--- src/hw/rtl/dfs_postorder_reach_defines.svh ---
// Assertion macros shared by the depth-first search RTL.
// Included by the modules that check their own sequencing; no other dependencies.
`ifndef DFS_POSTORDER_REACH_DEFINES_SVH
`define DFS_POSTORDER_REACH_DEFINES_SVH
`ifndef SYNTHESIS
`define DFSPR_ASSERT_NOW(label, ante, cons) \
  label: assert property (@(posedge clk) disable iff (!rst_n) (ante) |-> (cons)) \
    else $error("dfspr assertion failed");
`define DFSPR_ASSERT_NEXT(label, ante, cons) \
  label: assert property (@(posedge clk) disable iff (!rst_n) (ante) |=> (cons)) \
    else $error("dfspr assertion failed");
`else
`define DFSPR_ASSERT_NOW(label, ante, cons)
`define DFSPR_ASSERT_NEXT(label, ante, cons)
`endif
`endif

--- src/hw/rtl/dfspr_pkg.sv ---
// Shared types and constants for the depth-first search block.
// No dependencies; imported by dfspr_pick and dfs_postorder_reach.
`default_nettype none
package dfspr_pkg;
  localparam int MAX_NODES = 16;
  localparam int NODE_W    = $clog2(MAX_NODES);
  localparam int DEPTH_W   = $clog2(MAX_NODES + 1);
  localparam int CNT_W     = 5;
  localparam int ROW_W     = 16;

  localparam logic KIND_LOAD   = 1'b0;
  localparam logic KIND_SEARCH = 1'b1;

  typedef logic [MAX_NODES-1:0] row_t;

  typedef struct packed {
    logic              found;
    logic [NODE_W-1:0] idx;
  } pick_t;
endpackage
`default_nettype wire

--- src/hw/rtl/dfs_postorder_reach.sv ---
// Depth-first search over a bit-row adjacency matrix, results in post-order.
// Depends on dfspr_pkg, dfspr_pick and dfs_postorder_reach_defines.svh.
//
// A load request (kind 0) writes one adjacency row. A search request (kind 1)
// clears the visited marks and walks from the source with a hardware frame
// stack; each finished node leaves as one result, the source last with out_last
// set. The walk runs one step a cycle, unless a stalled result holds back a pop,
// through a single picker that selects the lowest-index unvisited neighbor
// below node_count: every reachable node is pushed once and popped once.
// in_stall stays high while a search is in flight, and the next request is
// taken once the last pop has returned the block to idle. node_count is
// clamped to MAX_NODES; write it only while no search is in flight.
`default_nettype none
module dfs_postorder_reach (
  input  wire logic                         clk,
  input  wire logic                         rst_n,
  input  wire logic                         in_valid,
  output logic                              in_stall,
  input  wire logic                         in_kind,
  input  wire logic [3:0]                   in_row_index,
  input  wire logic [dfspr_pkg::ROW_W-1:0]  in_row_bits,
  input  wire logic [3:0]                   in_source,
  output logic                              out_valid,
  input  wire logic                         out_stall,
  output logic [3:0]                        out_node,
  output logic                              out_last,
  input  wire logic                         cfg_valid,
  output logic                              cfg_ready,
  input  wire logic [dfspr_pkg::CNT_W-1:0]  cfg_data
);
  import dfspr_pkg::*;

`include "dfs_postorder_reach_defines.svh"

  typedef enum logic {ST_IDLE, ST_SCAN} state_t;

  state_t              state_r;
  row_t                adj_r [MAX_NODES];
  logic [NODE_W-1:0]   frame_r [MAX_NODES];
  logic [DEPTH_W-1:0]  depth_r;
  logic [NODE_W-1:0]   top_r;
  row_t                visited_r;
  logic [CNT_W-1:0]    node_count_r;
  logic                out_valid_r;
  logic [3:0]          out_node_r;
  logic                out_last_r;

  logic [CNT_W-1:0]    eff_count;
  row_t                lim_mask;
  row_t                cand;
  pick_t               pick;
  logic                out_free;
  logic                in_take;
  logic                do_pop;
  logic [NODE_W-1:0]   push_idx;
  logic [NODE_W-1:0]   pop_idx;

  assign eff_count = (node_count_r > CNT_W'(MAX_NODES)) ? CNT_W'(MAX_NODES) : node_count_r;

  always_comb begin
    for (int i = 0; i < MAX_NODES; i++) begin
      lim_mask[i] = (CNT_W'(i) < eff_count);
    end
  end

  // edges of the top node that lead somewhere new
  assign cand = adj_r[top_r] & ~visited_r & lim_mask;

  dfspr_pick u_pick (
    .cand (cand),
    .pick (pick)
  );

  assign out_free = !out_valid_r || !out_stall;
  assign in_take  = in_valid && !in_stall;
  assign do_pop   = (state_r == ST_SCAN) && !pick.found && out_free;
  assign push_idx = depth_r[NODE_W-1:0];
  assign pop_idx  = NODE_W'(depth_r - DEPTH_W'(2));

  assign in_stall  = (state_r != ST_IDLE);
  assign cfg_ready = (state_r == ST_IDLE);
  assign out_valid = out_valid_r;
  assign out_node  = out_node_r;
  assign out_last  = out_last_r;

  always_ff @(posedge clk) begin
    if (!rst_n) begin
      state_r      <= ST_IDLE;
      depth_r      <= '0;
      visited_r    <= '0;
      node_count_r <= CNT_W'(MAX_NODES);
      out_valid_r  <= 1'b0;
    end else begin
      // a pop in the same cycle refills the result register instead
      if (out_valid_r && !out_stall && !do_pop) begin
        out_valid_r <= 1'b0;
      end
      if (cfg_valid && cfg_ready) begin
        node_count_r <= cfg_data;
      end
      unique case (state_r)
        ST_IDLE: begin
          if (in_take) begin
            if (in_kind == KIND_LOAD) begin
              adj_r[in_row_index] <= in_row_bits[MAX_NODES-1:0];
            end else begin
              visited_r  <= row_t'(1) << in_source;
              frame_r[0] <= in_source;
              top_r      <= in_source;
              depth_r    <= DEPTH_W'(1);
              state_r    <= ST_SCAN;
            end
          end
        end
        ST_SCAN: begin
          if (pick.found) begin
            visited_r[pick.idx] <= 1'b1;
            frame_r[push_idx]   <= pick.idx;
            top_r               <= pick.idx;
            depth_r             <= depth_r + DEPTH_W'(1);
          end else if (do_pop) begin
            out_valid_r <= 1'b1;
            out_node_r  <= top_r;
            out_last_r  <= (depth_r == DEPTH_W'(1));
            depth_r     <= depth_r - DEPTH_W'(1);
            top_r       <= frame_r[pop_idx];
            if (depth_r == DEPTH_W'(1)) begin
              state_r <= ST_IDLE;
            end
          end
        end
        default: state_r <= ST_IDLE;
      endcase
    end
  end

  `DFSPR_ASSERT_NOW(a_depth_range, state_r == ST_SCAN, (depth_r != '0) && (depth_r <= DEPTH_W'(MAX_NODES)))
  `DFSPR_ASSERT_NOW(a_top_visited, state_r == ST_SCAN, visited_r[top_r])
  `DFSPR_ASSERT_NOW(a_stack_bound, state_r == ST_SCAN, $countones(visited_r) >= int'(depth_r))
  `DFSPR_ASSERT_NEXT(a_last_ends, do_pop && (depth_r == DEPTH_W'(1)), (state_r == ST_IDLE) && out_valid_r && out_last_r)
endmodule
`default_nettype wire

--- src/hw/rtl/dfspr_pick.sv ---
// Lowest-index picker: finds the first unvisited neighbor of the current node.
// Depends on dfspr_pkg.
`default_nettype none
module dfspr_pick (
  input  dfspr_pkg::row_t  cand,
  output dfspr_pkg::pick_t pick
);
  import dfspr_pkg::*;

  always_comb begin
    pick.found = |cand;
    pick.idx   = '0;
    // scan from the top so the lowest set bit wins
    for (int i = MAX_NODES - 1; i >= 0; i--) begin
      if (cand[i]) begin
        pick.idx = NODE_W'(i);
      end
    end
  end
endmodule
`default_nettype wire
--- config.mk ---
export PLATFORM = sky130hd
export DESIGN_NAME = dfs_postorder_reach
export DESIGN_NICKNAME = d
export VERILOG_FILES = /design/src/hw/rtl/dfspr_pkg.sv /design/src/hw/rtl/dfs_postorder_reach.sv /design/src/hw/rtl/dfspr_pick.sv
export VERILOG_INCLUDE_DIRS = /design/src /design/src/hw/rtl
export SDC_FILE = /design/constraint.sdc
export NUM_CORES = 1
export LEC_CHECK = 0
export BUFFER_PORTS_ARGS = -buffer_cell sky130_fd_sc_hd__buf_4
export CORE_UTILIZATION = 62
export DETAILED_ROUTE_END_ITERATION = 10
export HOLD_SLACK_MARGIN = 0.12
export PLACE_DENSITY = 0.79
export SETUP_SLACK_MARGIN = 0.15
export SLEW_MARGIN = 20
export SYNTH_ARGS = -nofsm -noshare
export SYNTH_HDL_FRONTEND = slang
export SYNTH_SLANG_ARGS = --single-unit
--- constraint.sdc ---
create_clock -name clk -period 4.21 [get_ports clk]
set_input_delay 0.2105 -clock clk [delete_from_list [all_inputs] [get_ports clk]]
set_output_delay 0.2105 -clock clk [all_outputs]
set_load 0.005 [all_outputs]
---- Word-level counts from Yosys, hierarchy flattened ----
Memories as Yosys holds them, arrays and structs flattened. A register that Yosys moved wholly into a read port is not among the register bits.
Cells that the tools add are included.
word-level totals
  register bits ........................... 37
  latch bits .............................. 0
  memory bits (writable) .................. 320
  bits in read-only memories .............. 0
  bits of input ports ..................... 35
  output and inout port bits .............. 8
  logic and storage cells ................. 122
  memories kept ........................... 2
cells by class
  add/sub/neg operators ................... 3
  $mul .................................... 0
  div/mod/pow operators ................... 0
  $lt $le $gt $ge ......................... 19
  equality and inequality tests ........... 5
  shifts and indexed selects .............. 1
  muxes and demuxes ....................... 59
  bitwise operators ....................... 6
  reductions and logical operators ........ 19
memory list
  memory   depth  bits a word  rd ports  clocked after Yosys merged registers in  write ports  line                       text
  adj_r    16     16           1         1                                        1            dfs_postorder_reach.sv:38  row_t adj_r [MAX_NODES];
  frame_r  16     4            1         0                                        1            dfs_postorder_reach.sv:39  logic [NODE_W-1:0] frame_r [MAX_NODES];
operator list
  operator                                             count
  two-way mux 4 bit                                    23
  two-way mux 16 bit                                   3
  < comparator 4 x 5 -> 1 bit, first input constant    8
  bitwise AND 16 bit                                   2
  one-hot mux 16 bit (2 select lines)                  1
  two-way mux 5 bit                                    5
  two-way mux 1 bit                                    23
  < comparator 3 x 5 -> 1 bit, first input constant    4
  inverter 16 bit                                      1
  OR 16 bit                                            1
  OR reduction 16 bit                                  1
  << shifter 1 x 4 -> 16 bit, first input constant     1
  < comparator 1 x 5 -> 1 bit, first input constant    2
  < comparator 2 x 5 -> 1 bit, first input constant    2
  one-hot mux 5 bit (2 select lines)                   1
  one-hot mux 4 bit (2 select lines)                   1
  AND reduction 4 bit                                  2
  logical AND 1 bit                                    7
  AND reduction 3 bit                                  2
  adder 5 x 1 -> 5 bit, second input constant          1
  equality test 5 x 1 -> 1 bit, second input constant  1
  > comparator 5 bit, second input constant            1
  logical NOT 1 bit                                    5
  < comparator 4 x 5 -> 1 bit, second input constant   1
  11 further kinds                                     13

---- Logic depth before layout (Yosys ltp) ----
Gate-level depths: netlist of run 1.
  depth in word-level cells ............... 27
  depth in mapped cells ................... 14
  depth with buffers taken out ............ 9

---- Modules after synthesis ----
From an unflattened synthesis of run 1, not the netlist that was laid out.
unflattened totals
  cell total of the unflattened synthesis .. 824
  area, all modules ....................... 14802.9 µm²
modules (own cells, without submodules)
  module               instances  cells an instance  area each (µm²)
  dfs_postorder_reach  1          790                14626.5
  dfspr_pick           1          34                 176.4

---- Worst setup path before layout of run 1 ----
Ideal clock, no wire load.
  kind .................................... register to register
  from .................................... reg with a tool-made name
  to ...................................... mem frame_r[8][0] (netlist name), enable pin
  library setup time ...................... 0.361 ns
  arrival ................................. 3.027 ns
  required time ........................... 3.849 ns
  setup slack ............................. 0.822 ns
  stages on the path, launching flop included .. 14
  path buffers ............................ 4
  path through ............................ dfxtp_1 buf_6 buf_6 buf_6 mux2i_1 mux4_2 mux2i_1 nand2_1 nor3b_1 nand4_2 buf_4 nand3_2 or3b_1 nor3_1
RTL lines
  item       line
  to (decl)  dfs_postorder_reach.sv:39

==> impl_metrics.toml, run 1 <==
[grt]
overflow = 0
grt_start_max_net_pins = 41
antenna_found_initial = 0
grt_pass1_vias = 9092
grt_pass1_wl_um = 54600
grt_usage_pct = 29.2

[power_and_ir_drop]
comb_power_share_pct = 10.4
powerDensity_nw_per_um2 = 463
peakVddDrop_v = 0.000321
p_leak_nw = 6.09
p_switching_mw = 1.85
internal_power_mw = 6.32
swShare_pct = 22.7
clkPwrFrac_pct = 40.8
power_frac_seq_pct = 48.8

[finish]
antennaDiodeCount = 0
nets = 1087
register_area_um2 = 10500
final_cell_mix = "329 x edfxtp_1, 82 x buf_4, 65 x mux2i_1, 56 x mux4_2, 55 x nand2_1"
nFillCells = 1364
area_delta_synth_final_pct = 16.0
drive_above_1_share_pct = 22.6
stdcell_count = 1394
layout_commonest_cell = "edfxtp_1"
multi_input_area_um2 = 4470

[floorplan]
die_w_um = 159
ios = 43
die_y_um = 159
fp.dieArea_um2 = 25200
core_um2 = 23800
row_count = 56
start_util_pct = 64.1

[logic_synthesis]
synth_seq_cells = 361
ys_seq_area_share_pct = 69.1
synth-edff-count = 329
yosysWarnings = 0
synth_top_family_by_area = "multiplexers"
synth_mux_area_share_pct = 14.0
synthXorXnorAreaFrac_pct = 0.0575
synth-simple-area-share_pct = 7.72
synth_compound_area_share_pct = 6.73
synth_area_um2 = 15200
synthCells = 937
synth_fa_ha_area_share_pct = 0.493
ys_dominant_reg_cell = "edfxtp_1"
synth_area_per_cell_um2 = 16.3
syn_nets = 978
synth_cell_types = 79
async_flop_share_pct = 0

[worst_setup_path]
critPathSlowestCell = "dfxtp_4"
cpPeakStageDelay_ps = 540
cp-end-kind = "flip-flop"
path_class = "flip-flop to flip-flop"
path_max_fanout = 15
cpMostUsedCell = "buf_4"
crit_chain = "buf_4, mux4_2, mux2_2, a22oi_4, o211ai_4, nor3b_1, nand4_2, buf_4, a21oi_1, nor2b_1"
cp.required_ps = 4380
start_kind = "flip-flop"
worstPathArrival_ps = 4010

[timing]
max_slew_margin_pct = 50.6
holdWs_ps = 188
fin_setup_tns_ps = 0
skew_ps = 17.3
finalMaxSlewViolations = 0
hold_viol_final = 0
post-route-min-period_ps = 3840
rsz0062_at_grt = "no"
timing.final.crit_share_pct = 91.3
clock.fmax_mhz = 260
tightest_slew_ps = 739
setup_viol = 0

[clocking]
cts_max_level = 2
cts.reportedPaths.clkPinSlew_ps = 60
cts.sinks = 361
cts_setup_buffers = 0
root_buffer = "clkbuf_16"
clk_latency_ps = 520
cts_tree = "yes"
cts_buffers = 37
clockBufferDepth = 3

[routing]
wl_per_cell_um = 25.7
vias = 9040
wl_um = 35900
drt_iter0_markers = 1016
postRouteAntennaNets = 0
first_pass_iters = 8
drc = 0
via_per_inst = 6.48

[place]
gp_congestion = 0.966
placed_cells = 1294
portBuffers = 42
dp_hpwl_um = 22300

[run_status]
status = "finished clean"

[flow_run]
drv_cap = 0

[worst_hold_path]
hold_class = "primary input to flip-flop"
## registers in the layout, summed over array words and instances (netlist names), named ones only
register	cells
out_node	4
out_valid	1
top_r	4
out_last	1
in_stall	1
depth_r	5
frame_r	64
adj_r	256
visited_r	16
node_count_r	5
## final timing paths
check | from | end | slack [ps] | depth (start not counted)
setup / recovery | flip-flop | out_node[0] | 370 | 10
hold / removal | in_source[3] | visited_r[1] | 190 | 4
setup reg to reg | flip-flop | out_node[0] | 370 | 10
hold reg to reg | top_r[2] | out_node[2] | 450 | 0
## cells in the mapped netlist (4+ instances only)
| cell type | count | area, µm² |
|---|---|---|
| and3_1 | 6 | 37.5 |
| nand4_1 | 5 | 31.3 |
| nor2_1 | 63 | 236 |
| mux2i_1 | 65 | 651 |
| nand2b_1 | 8 | 50.1 |
| o22ai_1 | 5 | 31.3 |
| nand2_1 | 55 | 206 |
| a21o_1 | 5 | 37.5 |
| nor2b_1 | 14 | 87.6 |
| a22oi_1 | 16 | 120 |
| o21ai_0 | 25 | 125 |
| and2_1 | 10 | 62.6 |
| clkbuf_1 | 26 | 97.6 |
| buf_2 | 10 | 50.1 |
| o21bai_1 | 4 | 30.0 |
| buf_6 | 6 | 67.6 |
| or2_2 | 4 | 25.0 |
| mux4_2 | 56 | 1260 |
| a31oi_1 | 4 | 25.0 |
| mux2_1 | 6 | 67.6 |
| mux2_2 | 6 | 67.6 |
| o211ai_1 | 8 | 60.1 |
| o311a_1 | 5 | 50.1 |
| a21oi_1 | 29 | 145 |
| dfxtp_1 | 32 | 641 |
| nor3_1 | 16 | 80.1 |
| edfxtp_1 | 329 | 9880 |
| ha_1 | 6 | 75.1 |
| a211oi_1 | 4 | 30.0 |
| or4_1 | 4 | 30.0 |
| inv_1 | 12 | 45.0 |
| or3_1 | 9 | 56.3 |
| nand3_1 | 14 | 70.1 |
## layer usage
metal | up-vias | part of all wire, % | wire length (µm) | GRT usage, %
met2 | 486 | 51 | 18300 | 50.0
met4 | 0 | 3.9 | 1390 | 11.1
met1 | 4492 | 37 | 13400 | 37.6
li1 | 3951 | - | - | -
met5 | - | 0 | 0 | 0
met3 | 111 | 7.7 | 2780 | 4.94
## repair_timing
action	CTS	global route
hold buffers	32	0
hold endpoints to repair	283	0
setup endpoints to repair	0	11
gates resized for setup	0	3
## worst max-delay path: cells and delay by family (launching register included)
family	cells	cell delay, ps
AND/OR/NAND/NOR	3	990
multiplexers	2	850
flip-flops	1	540
AO/OA/AOI/OAI	3	550
buffers and inverters	2	540
## power groups by stage
stage | logic, mW | registers (mW) | clock network [mW]
CTS | 0.837 | 3.99 | 3.37
finish | 0.849 | 3.99 | 3.33
floorplan | 0.581 | 4.03 | 0
global placement | 0.787 | 4.07 | 0
global route | 0.907 | 4.00 | 3.50
detailed placement | 0.804 | 4.07 | 0
## metrics by stage
step                      setup slack [ps]  power, mW  utilization, %  cell area, µm²
after floorplan                        822       4.61               -           15200
after global placement                 517       4.85            67.7           16100
after detailed placement               378       4.87            67.7           16100
after CTS                              333       8.20            74.4           17700
after global routing                   246       8.40            74.4           17700
final                                  368       8.18            74.4           17700
## cell type report
type,instances,area share (%)
clock buffers,48,5.95
repair buffers,116,5.52
clock inverters,20,1.14
flip-flops and latches,361,59.6
multi-input cells,517,25.3
inverters,13,0.276
well taps,319,2.26
## cells by family after synthesis
group | after synthesis
flops | 361
simple gates | 231
buf+inv | 59
mux | 136
compound gates | 143
xor+xnor | 1
fa+ha+maj | 6
No activity file was read; power rests on OpenSTA's default activity.
==> run 2, diff against run 1 <==
Settings changed: CORE_UTILIZATION 62 to 56, GPL_ROUTABILITY_DRIVEN set to 1, PLACE_DENSITY 0.79 to 0.76.
Clock period 4.21 ns to 3.15 ns, I/O delays scaled along.
==> impl_metrics.toml, run 2 (synthesis results as in run 1) <==
[place]
dp_hpwl_um = 23900
placed_cells = 1384
preCtsSetupSlack_ps = -232
gp_congestion = 0.967
portBuffers = 42

[worst_setup_path]
start_kind = "flip-flop"
cp_top_family = "compound AO/OA/AOI/OAI gates"
crit_chain = "buf_12, buf_16, buf_4, mux2_1, a222oi_1, a221oi_2, a211oi_2, and3_4, nand4_4, buf_8, mux2_4, or3_1, a21oi_1"
path_max_fanout = 9
worstPathArrival_ps = 3770
cp-end-kind = "flip-flop"
critPathSlowestCell = "a222oi_1"
cp.required_ps = 3610
path_class = "flip-flop to flip-flop"
critPathBufInv = 4
cpPeakStageDelay_ps = 420

[timing]
skew_ps = 18.1
post-route-min-period_ps = 3310
clock.fmax_mhz = 302
max_slew_margin_pct = 49.2
setup_ws_ps = -159
timing.final.crit_share_pct = 105
tightest_slew_ps = 760
finalMaxSlewViolations = 0
hold_viol_final = 0
setup_viol = 105
rsz0062_at_grt = "yes"

[routing]
drc = 0
postRouteAntennaNets = 0
first_pass_iters = 6
via_per_inst = 6.42
wl_um = 39900
drt_iter0_markers = 1234
wl_per_cell_um = 26.3
vias = 9750

[grt]
grt_usage_pct = 27.9
overflow = 0
grt_start_max_net_pins = 31
grt_pass1_wl_um = 57200
grt_pass1_vias = 9542
antenna_found_initial = 1

[flow_run]
drv_cap = 0

[finish]
drive_above_1_share_pct = 35.4
area_delta_synth_final_pct = 26.0
largest_reg_flops = 256
stdcell_count = 1518
final_cell_mix = "329 x edfxtp_1, 145 x buf_4, 60 x mux2i_1, 59 x mux4_2, 48 x nand2_1"
layout_commonest_cell = "edfxtp_1"
utilization_pct = 71.6
top_regs = "adj_r x256, frame_r x64, visited_r x16"
nets = 1188
regMostFlops = "adj_r"

[power_and_ir_drop]
swShare_pct = 24.6
peakVddDrop_v = 0.000468
power_frac_seq_pct = 47.4
comb_power_share_pct = 15.2
powerDensity_nw_per_um2 = 583
internal_power_mw = 8.44
clkPwrFrac_pct = 37.4
p_leak_nw = 6.73
p_switching_mw = 2.75

[floorplan]
die_w_um = 167
start_util_pct = 56.8
fp.dieArea_um2 = 27900
ios = 43
die_y_um = 167
core_um2 = 26800
row_count = 60

[run_status]
status = "finished, violations left"
violations = "setup timing"

[worst_hold_path]
hold_class = "primary input to flip-flop"

[clocking]
cts_max_level = 2
clk_latency_ps = 540
cts_tree = "yes"
clockBufferDepth = 3
root_buffer = "clkbuf_16"
cts.sinks = 361
cts.reportedPaths.clkPinSlew_ps = 60
cts_buffers = 37
-- run 2: worst paths after layout --
path                            cells after the start            start           end  slack, ps
worst max register to register                     13        flip-flop    depth_r[3]       -160
worst max-delay path                               13        flip-flop    depth_r[3]       -160
worst min-delay path                                3  in_row_index[3]  adj_r[11][5]        230
worst min register to register                      0         top_r[0]   out_node[0]        490
-- run 2: per-layer routing --
layer	vias to the layer above	part of all wire, %	GRT usage, %	routed length (µm)
met5	-	0	0	0
met1	4872	39	38.3	15400
li1	4165	-	-	-
met3	128	9.2	4.06	3680
met4	0	4.1	12.3	1650
met2	585	48	44.9	19200
-- run 2: metrics by stage --
stage                     hold slack [ps]  power (mW)  area (µm²)  setup TNS [ps]
after CTS                             220        11.0       18800           -2060
after global placement                388        6.74       16900           -4480
after global routing                  224        11.5       19200          -20170
after detailed placement              395        6.76       16900          -13600
final                                 230        11.2       19200           -7900
after floorplan                       256        6.22       15400               0
-- run 2: power by group through the flow --
stage / clock (mW) / combinational [mW] / sequential, mW
6_report: 4.18 / 1.70 / 5.31
2_1_floorplan: 0 / 0.825 / 5.39
3_5_place_dp: 0 / 1.36 / 5.41
4_1_cts: 4.20 / 1.52 / 5.30
3_3_place_gp: 0 / 1.33 / 5.41
5_1_grt: 4.39 / 1.78 / 5.31
-- run 2: layout make-up --
class	instances	area, µm²
diodes	1	2.50
clock buffers	43	948
clock inverters	25	200
fillers	1593	7610
inverters	13	48.8
multi-input cells	518	5000
flip-flops and latches	361	10500
well taps	341	427
repair buffers	216	2040
-- run 2: worst reg2reg max path, cell delays in order, from the launching register on --
cell      delay, ps
dfxtp_4         370
buf_12          150
buf_16          150
buf_4           130
mux2_1          310
a222oi_1        420
a221oi_2        150
a211oi_2        250
and3_4          240
nand4_4         150
buf_8           190
mux2_4          300
or3_1           320
a21oi_1         120
-- run 2: repair_timing --
action,4_1_cts,5_1_grt
setup buffers,16,10
gates resized for setup,52,55
pin swaps,14,15
hold buffers,35,0
cloned,0,4
setup endpoints to repair,166,168
endpoints found under the hold margin,297,0
==> run 3, diff against run 2 <==
Settings changed: ABC_AREA set to 1.
==> impl_metrics.toml, run 3 <==
[worst_hold_path]
hold_class = "primary input to flip-flop"
hold_depth = 5

[timing]
tightest_slew_ps = 611
setup_viol = 40
hold_viol_final = 0
finalMaxSlewViolations = 0
post-route-min-period_ps = 3210
skew_ps = 25.8
setup_ws_ps = -56.7
clock.fmax_mhz = 312
holdWs_ps = 168
rsz0062_at_grt = "yes"
max_slew_margin_pct = 59.0
timing.final.crit_share_pct = 102

[logic_synthesis]
synth_cell_types = 49
synthTopCellsByCount = "329 x edfxtp_1, 254 x nor2_1, 166 x nand2_1"
yosys.area.top_type = "edfxtp_1"
yosysWarnings = 0
yosys.area.top_type_share_pct = 64.0
synth_seq_cells = 361
ys_dominant_reg_cell = "edfxtp_1"
synthTopCellsByArea = "edfxtp_1 64%, nor2_1 6.2%, o21ai_0 5.2%"
async_flop_share_pct = 0
syn_nets = 1403
yosysMostFrequentCell = "edfxtp_1"
synth-edff-count = 329
synth_area_per_cell_um2 = 11.3
ys_seq_area_share_pct = 68.2
synth_area_um2 = 15400
synthCells = 1362

[clocking]
cts_max_level = 2
clockBufferDepth = 3
cts.reportedPaths.clkPinSlew_ps = 60
cts.sinks = 361
cts_buffers = 37
cts_tree = "yes"
root_buffer = "clkbuf_16"
clk_latency_ps = 530

[worst_setup_path]
worstPathArrival_ps = 3450
path_class = "flip-flop to flip-flop"
cp.required_ps = 3400
start_kind = "flip-flop"
cp-end-kind = "flip-flop"
reg2reg_depth = 22
path_max_fanout = 7

[grt]
antenna_found_initial = 1
grt_start_max_net_pins = 60
grt_usage_pct = 27.0
grt_pass1_vias = 10604
overflow = 0
grt_pass1_wl_um = 57900

[place]
gp_congestion = 0.953
placed_cells = 1760
portBuffers = 42
preCtsSetupSlack_ps = 5.43
dp_hpwl_um = 24300

[power_and_ir_drop]
powerDensity_nw_per_um2 = 577
p_leak_nw = 7.02
total_power_mw = 11.2
peakVddDrop_v = 0.000442

[floorplan]
ios = 43
die_w_um = 168
start_util_pct = 57.1
fp.dieArea_um2 = 28200
core_um2 = 27000
row_count = 60
die_y_um = 168

[routing]
wl_per_cell_um = 22.5
drt_iter0_markers = 1666
postRouteAntennaNets = 0
wl_um = 43200
drc = 0
vias = 11980
via_per_inst = 6.23
first_pass_iters = 6

[finish]
regMostFlops = "adj_r"
register_area_um2 = 10500
nFillCells = 1656
area_delta_synth_final_pct = 25.8
final_cell_mix = "329 x edfxtp_1, 213 x nor2_1, 142 x nand2_1, 130 x buf_4, 121 x o21ai_0"
drive_above_1_share_pct = 24.0
multi_input_area_um2 = 4750
stdcell_count = 1923
top_regs = "adj_r x256, frame_r x64, visited_r x16"
nets = 1595
largest_reg_flops = 256
layout_commonest_cell = "edfxtp_1"

[run_status]
violations = "setup timing"
status = "finished, violations left"

[flow_run]
drv_cap = 0
## run 3: cells by family after synthesis
family	count (synthesis)	share of synthesized area, %
buffers and inverters	138	4.40
xor gates and xnor gates	1	0.0568
DFF	361	68.2
and+or+nand+nor	523	14.6
AOI/OAI and AO/OA	333	12.3
adders and majority gates	6	0.487
## run 3: metrics by stage
stage / setup TNS [ps] / instance area [µm²] / util [%]
after detailed placement: 0 / 16600 / 61.6
after floorplan: 0 / 15400 / -
after CTS: 0 / 18200 / 67.3
after global placement: 0 / 16600 / 61.6
after global routing: -9190 / 19400 / 71.8
final: -1170 / 19400 / 71.8
## run 3: repair_timing
action / 4_1_cts / 5_1_grt
gates resized for setup: 21 / 182
setup buffers: 2 / 42
endpoints found under the setup margin: 45 / 163
pin swaps: 3 / 39
gates cloned: 0 / 16
hold buffers: 36 / 0
hold endpoints to repair: 288 / 0
## run 3: layout make-up
class                           count  share of cell area (%)
Sequential cell                   361                    54.2
Inverter                           68                    1.44
Clock inverter                     22                   0.554
Clock buffer                       44                    5.12
Antenna cell                        1                  0.0129
Timing Repair inverter              1                  0.0580
Timing Repair Buffer              222                    11.9
Tap cell                          341                    2.20
Multi-Input combinational cell    863                    24.5
## run 3: worst paths after layout
kind / startpoint / endpoint / slack, ps
worst max register to register: flip-flop / frame_r[7][2] / -60
worst min-delay path: cfg_valid / node_count_r[1] / 170
worst min register to register: top_r[3] / out_node[3] / 450
worst max-delay path: flip-flop / frame_r[7][2] / -60
## run 3: report_power, final
group	switching [mW]	total, mW	internal [mW]
clock	1.78	4.03	2.25
sequential	0.0388	5.32	5.28
combinational	1.14	1.86	0.721
## run 3: per-layer routing
layer	up-vias	GRT usage [%]	share of wire, %
li1	5277	-	-
met1	5661	37.7	38
met2	876	42.9	47
met3	166	4.18	11
met4	0	10.7	4.4
met5	-	0	0
## run 3: worst max-delay path, cell delays in order (launching register included)
cell,delay [ps]
dfxtp_4,390
buf_6,130
buf_16,150
buf_4,140
clkbuf_16,130
nor2_1,50
o32ai_2,250
nand2_1,100
nand3_1,80
nand4_1,150
nand2_2,160
nor2_4,60
nand2_4,100
nor2_8,50
nor2_4,90
inv_2,60
nor2_4,120
inv_4,70
nor2_4,130
buf_4,140
nand2_4,80
nor2_2,120
buf_4,150
